**config.mk**
```make
export PLATFORM = sky130hd
export DESIGN_NAME = bvrs_sequencer
export DESIGN_NICKNAME = d
export VERILOG_FILES = /design/src/rtl/bvrs_pkg.sv /design/src/rtl/bvrs_sequencer.sv
export SDC_FILE = /design/constraint.sdc
export NUM_CORES = 1
export LEC_CHECK = 0
export ABC_CLOCK_PERIOD_IN_PS = 5600
export BUFFER_PORTS_ARGS = -buffer_cell sky130_fd_sc_hd__buf_2
export CAP_MARGIN = 20
export CORE_AREA = 2 2 39 41
export CTS_CLUSTER_SIZE = 28
export DETAILED_ROUTE_END_ITERATION = 6
export DIE_AREA = 0 0 41 43
export HOLD_SLACK_MARGIN = 0.12
export PLACE_DENSITY = 0.69
export SKIP_CTS_REPAIR_TIMING = 1
export SYNTH_ARGS = -nofsm -noshare
export SYNTH_HDL_FRONTEND = slang
export SYNTH_SLANG_ARGS = --single-unit
```
**constraint.sdc**
```tcl
create_clock -name clock -period 5.6 [get_ports clock]
set_input_delay 0.28 -clock clock [delete_from_list [all_inputs] [get_ports clock]]
set_output_delay 0.28 -clock clock [all_outputs]
set_load 0.01 [all_outputs]
```
**src/rtl/bvrs_pkg.sv**
```systemverilog
// shared constants, word types and microcode program of the bit vector rank/select block
package bvrs_pkg;

   localparam int MAX_BITS      = 4096;
   localparam int BITS_PER_BYTE = 8;
   localparam int STORE_BYTES   = MAX_BITS / BITS_PER_BYTE;
   localparam int ADDR_W        = $clog2(STORE_BYTES);
   localparam int BIT_IDX_W     = $clog2(BITS_PER_BYTE);
   localparam int CNT_W         = BIT_IDX_W + 1;
   localparam int LEN_W         = 13;
   localparam int ANS_W         = 14;
   localparam int STEP_W        = 3;

   typedef enum logic [1:0] {
      ACT_CLEAR  = 2'd0,
      ACT_APPEND = 2'd1,
      ACT_RANK   = 2'd2,
      ACT_SELECT = 2'd3
   } action_type;

   typedef struct packed {
      logic [1:0]       action;
      logic [7:0]       data_byte;
      logic             bit_value;
      logic [LEN_W-1:0] range_start;
      logic [LEN_W-1:0] range_end;
      logic [LEN_W-1:0] kth;
   } req_word_type;

   typedef struct packed {
      logic signed [ANS_W-1:0] answer;
      logic                    found;
   } rsp_word_type;

   typedef logic [STEP_W-1:0] step_type;

   localparam step_type STEP_FETCH  = step_type'(0);
   localparam step_type STEP_CLEAR  = step_type'(1);
   localparam step_type STEP_APPEND = step_type'(2);
   localparam step_type STEP_SETUP  = step_type'(3);
   localparam step_type STEP_SCAN   = step_type'(4);
   localparam step_type STEP_FINISH = step_type'(5);
   localparam step_type STEP_RESULT = step_type'(6);

   // datapath micro-operations
   typedef enum logic [2:0] {
      OP_NOP    = 3'd0,
      OP_LATCH  = 3'd1,
      OP_CLEAR  = 3'd2,
      OP_APPEND = 3'd3,
      OP_SETUP  = 3'd4,
      OP_SCAN   = 3'd5,
      OP_FINISH = 3'd6,
      OP_RESULT = 3'd7
   } uop_type;

   // next-step selection
   typedef enum logic [2:0] {
      JC_NEXT   = 3'd0,
      JC_GOTO   = 3'd1,
      JC_ACCEPT = 3'd2,
      JC_EMPTY  = 3'd3,
      JC_SCAN   = 3'd4,
      JC_OUT    = 3'd5
   } jump_type;

   typedef struct packed {
      uop_type  op;
      jump_type jump;
      step_type target;
      logic     req_ready;
   } ucode_type;

   typedef struct packed {
      uop_type op;
      logic    req_fire;
   } dp_ctrl_type;

   typedef struct packed {
      logic empty;
      logic scan_last;
      logic out_free;
   } dp_status_type;

   function automatic ucode_type ucode_rom(input step_type step);
      ucode_type uc;
      case (step)
         STEP_FETCH:  uc = '{OP_LATCH,  JC_ACCEPT, STEP_FETCH,  1'b1};
         STEP_CLEAR:  uc = '{OP_CLEAR,  JC_GOTO,   STEP_RESULT, 1'b0};
         STEP_APPEND: uc = '{OP_APPEND, JC_GOTO,   STEP_RESULT, 1'b0};
         STEP_SETUP:  uc = '{OP_SETUP,  JC_EMPTY,  STEP_FINISH, 1'b0};
         STEP_SCAN:   uc = '{OP_SCAN,   JC_SCAN,   STEP_FINISH, 1'b0};
         STEP_FINISH: uc = '{OP_FINISH, JC_NEXT,   STEP_RESULT, 1'b0};
         STEP_RESULT: uc = '{OP_RESULT, JC_OUT,    STEP_FETCH,  1'b0};
         default:     uc = '{OP_NOP,    JC_GOTO,   STEP_FETCH,  1'b0};
      endcase
      return uc;
   endfunction

   function automatic step_type dispatch(input logic [1:0] action);
      step_type s;
      case (action)
         ACT_CLEAR:  s = STEP_CLEAR;
         ACT_APPEND: s = STEP_APPEND;
         ACT_RANK:   s = STEP_SETUP;
         ACT_SELECT: s = STEP_SETUP;
         default:    s = STEP_FETCH;
      endcase
      return s;
   endfunction

endpackage

```
**src/rtl/bvrs_sequencer.sv**
```systemverilog
// microcode step counter, control rom lookup and conditional jumps
module bvrs_sequencer (
   input  logic                   clock,
   input  logic                   reset,
   input  logic                   req_valid,
   input  logic [1:0]             req_action,
   input  bvrs_pkg::dp_status_type status,
   output logic                   req_ready,
   output bvrs_pkg::dp_ctrl_type   ctrl
);
   import bvrs_pkg::*;

   step_type  step_ff;
   step_type  step_in;
   ucode_type uc;
   logic      fire;

   assign uc        = ucode_rom(step_ff);
   assign req_ready = uc.req_ready;
   assign fire      = req_valid & uc.req_ready;
   assign ctrl      = '{op: uc.op, req_fire: fire};

   always_comb begin
      case (uc.jump)
         JC_NEXT:   step_in = step_ff + step_type'(1);
         JC_GOTO:   step_in = uc.target;
         JC_ACCEPT: step_in = fire ? dispatch(req_action) : step_ff;
         JC_EMPTY:  step_in = status.empty ? uc.target : step_ff + step_type'(1);
         JC_SCAN:   step_in = status.scan_last ? uc.target : step_ff;
         JC_OUT:    step_in = status.out_free ? uc.target : step_ff;
         default:   step_in = STEP_FETCH;
      endcase
   end

   always_ff @(posedge clock) begin
      if (reset) begin
         step_ff <= STEP_FETCH;
      end else begin
         step_ff <= step_in;
      end
   end

   a_ready_only_fetch: assert property (@(posedge clock) disable iff (reset)
      req_ready |-> step_ff == STEP_FETCH)
      else $error("ready outside fetch step");

   a_fire_leaves_fetch: assert property (@(posedge clock) disable iff (reset)
      fire |=> step_ff != STEP_FETCH)
      else $error("accepted word did not start a routine");

   a_scan_holds: assert property (@(posedge clock) disable iff (reset)
      (step_ff == STEP_SCAN && !status.scan_last) |=> step_ff == STEP_SCAN)
      else $error("scan left early");

endmodule

```
; Word-level counts from Yosys, hierarchy flattened
; Index checks and enable logic that the tools add are counted.
; W data, S select, Z words.
[totals]
register_bits = 3
inputBits = 8
out_inout_bits = 5
elab_cells = 32
[classes]
add_sub_neg = 1
eq_ne = 17
muxes = 7
bitwise_logic = 1
reduce_logical = 5
[op_table]
columns = operator, count
row1 = $pmux W10 S7, 1
row2 = $pmux W3 S6, 1
row3 = $eq A3 B3 Y1 const B, 5
row4 = $eq A3 B2 Y1 const B, 4
row5 = $mux W3, 4
row6 = $pmux W3 S3, 1
row7 = $eq A3 B1 Y1 const B, 2
row8 = $logic_not A3 Y1, 2
row9 = $ne A2 B2 Y1 const B, 3
row10 = $eq A2 B2 Y1 const B, 2
row11 = $add A3 B1 Y3 const B, 1
row12 = $reduce_and A3 Y1, 1
row13 = $eq A2 B1 Y1 const B, 1
row14 = $logic_not A2 Y1, 1
row15 = $reduce_or A2 Y1, 1
row16 = $and A1 B1 Y1, 1

; Longest topological paths before layout
[logic_depth]
ltp_word = 5
ltp_mapped = 9

; Worst setup path before layout
; No wires, ideal clock.
[synth_path]
kind = reg2reg
startpoint = register step_ff[0]
endpoint = register step_ff[1]
arrival_time_ns = 1.998
required_ns = 5.514
path_slack_ns = 3.515
stages_incl_launch_ff = 10
path_buffers = 2
path_cell_list = dfxtp_1 buf_6 inv_1 ha_1 or2_2 clkbuf_4 a21o_1 and3_1 a21o_1 a221oi_2
[synth_between]
elab_chain_cells = 5
elab_cells_between_ends = 24
cone_classes = add/sub: 1 / eq/ne: 14 / mux: 5 / bitwise: 1 / reduce/logical: 3
[synth_lines]
columns = item, line
row1 = from (decl), bvrs_sequencer.sv:13  ; step_type step_ff;
row2 = from (signal assigned), bvrs_sequencer.sv:39  ; step_ff <= step_in;
row3 = $eq A3 B3 Y1 (tied with other cells), bvrs_pkg.sv:87  ; case (step)
row4 = $pmux W10 S7, bvrs_pkg.sv:87
row5 = $eq A3 B2 Y1 (tied with other cells), bvrs_sequencer.sv:24  ; case (uc.jump)
row6 = $ne A2 B2 Y1 (no line), -
row7 = $reduce_and A3 Y1 (no line), -
; Parallel ways exist; a longest one is shown, timed or not. The select of a mux whose other input is x is not followed.
; A chain may end at the register's enable or synchronous reset.

==> results.json <==
{
  "ff2ff_path_depth": 7,
  "irDropWorstVdd_uv": 275,
  "fp-row-count": 14,
  "drv_slew": 0,
  "grt_overflow": 0,
  "syn_inst": 78,
  "required_ps": 5320,
  "fin_tns_setup_ps": 0,
  "cts.reportedPaths.clkPinSlew_ps": 30,
  "synth_nets": 92,
  "finalSetupViolCount": 0,
  "top_register": "step_ff",
  "ios": 13,
  "synth_area_sq_um": 616,
  "clk_path_buf_depth": 2,
  "async_flop_share": 0,
  "ant_nets": 0,
  "critPathKind": "reg2out",
  "crit_family": "flip-flops",
  "status": "completed",
  "synth_top_cell_by_area": "ha_1",
  "worst_pin_slew_ps": 554,
  "hold_slack_ps": 225,
  "r2r-start": "step_ff[0]",
  "die_h_um": 43,
  "synth_area_leaders": "ha_1 (12%), dfxtp_1 (9.8%), mux2i_1 (4.9%)",
  "drive_gt1_frac": 0.270,
  "whs_path_depth": 2,
  "cp.depth": 6,
  "slowest_delay_ps": 540,
  "cp_num_buf_inv": 2,
  "dieArea_sq_um": 1760,
  "core_sq_um": 1380,
  "reg.largest.list": "step_ff (3)",
  "htree_levels": 1,
  "startpoint": "step_ff[0]",
  "rsz0062_at_grt": "false",
  "grt_util_all_layers": 0.208,
  "cap_violations": 0,
  "area_growth_pct": 9.96,
  "synth_seq_area_share": 0.0976,
  "vias_per_cell": 6.04,
  "wire_per_inst_um": 14.3,
  "port_buffers": 12,
  "clk_latency_ps": 230,
  "cts.sinks": 3,
  "worstPathArrival_ps": 2230,
  "layout_commonest_cell": "buf_2",
  "cts_inserted_buffers": 3,
  "grt_max_degree": 19,
  "fp.dieW_um": 41,
  "post-route-period-util": 0.447,
  "startpoint_type": "register",
  "nets": 104,
  "hp-start": "reset",
  "power_leakage_nw": 0.290,
  "num_vias": 634,
  "largest_reg_flops": 3,
  "drt_iter0_drc": 11,
  "synth_warnings": 0,
  "critPathSlowestCell": "dfxtp_1",
  "syn_area_per_cell_sq_um": 7.89,
  "synth-edff-count": 0,
  "grt_pass1_vias": 614,
  "dp.final_hpwl_um": 1190,
  "initial_utilization": 0.445,
  "root_buffer": "clkbuf_4",
  "min_path_type": "in2reg",
  "hold_viol": 0,
  "grt_pass1_wl_um": 2550,
  "crit_chain": "inv_1, ha_1, or3_4, a21oi_2, nor2_1, buf_2",
  "synth.ff_latch_count": 3,
  "totalWireLength_um": 1500,
  "max_freq_ghz": 0.399,
  "routabilityCongestion": 0.882,
  "pwr_density_cell_nw_per_um2": 561,
  "path_max_fanout": 12,
  "finClkSkew_ps": 0.146,
  "drc": 0,
  "end_kind": "output port",
  "period_minus_slack_ps": 2510,
  "antennaDiodeCount": 0,
  "netlist.area_leader.share": 0.122,
  "synth-main-ff-cell": "dfxtp_1",
  "cts_tree": "done",
  "layout_common_cells": "buf_2 (12), inv_1 (7), nor2_1 (6), ha_1 (6)",
  "drtPass1Iterations": 4,
  "antenna_found_initial": 0,
  "slew_headroom": 0.630,
  "yosys.cell_types.count": 38
}
==> metal layers <==
layer  share of wire  global-route usage  up-vias
li1                -                   -      319
met2            0.52               0.338       10
met3           0.019              0.0314        0
met4               0              0.0800        0
met1            0.46               0.261      305
met5               0                   0        -
==> metrics by stage <==
stage                     total power [mW]  setup WS [ps]  instance area, sq um  utilization  instances
after floorplan                      0.288           3520                   616            -         78
after global placement               0.336           3280                   651        0.470        101
after detailed placement             0.340           3220                   651        0.470        101
after CTS                            0.379           3110                   677        0.489        105
after global routing                 0.419           2960                   677        0.489        105
final                                0.380           3090                   677        0.489        105
==> cells in the mapped netlist (3+ instances only) <==
master and n:
inv_1 7, ha_1 6, nor2_1 6, nand2_1 4
o22ai_1 4, a21oi_1 3, dfxtp_1 3, mux2i_1 3
o21ai_0 3
==> logic make-up (layout without fill, tap and decap cells) <==
family	count (synthesis)	in the layout	synth area share
flip-flops	3	3	0.0976
multiplexers	3	3	0.0488
AND/OR/NAND/NOR	21	21	0.195
buffers and inverters	12	23	0.116
adder cells (fa/ha/maj)	6	6	0.122
AO/OA/AOI/OAI	33	33	0.421
==> final timing paths <==
check	to	slack, ps
max	ctrl[1]	3090
min	step_ff[1]	220
max reg2reg	step_ff[0]	3190
min reg2reg	step_ff[1]	700
==> final cells by class <==
type / count / area (sq um)
fill: 159 / 707
multi-input combinational: 63 / 484
sequential: 3 / 60.1
timing repair buffer: 12 / 60.1
clock buffer: 4 / 26.3
inverter: 7 / 26.3
tap: 16 / 20.0
==> where the power goes <==
part	internal (mW)	switching, mW	total, mW
Sequential	0.0290	0.0201	0.0490
Clock	0.0266	0.00989	0.0365
Combinational	0.134	0.160	0.294
Total	0.190	0.190	0.380
Power figures use the tool's default switching activity.
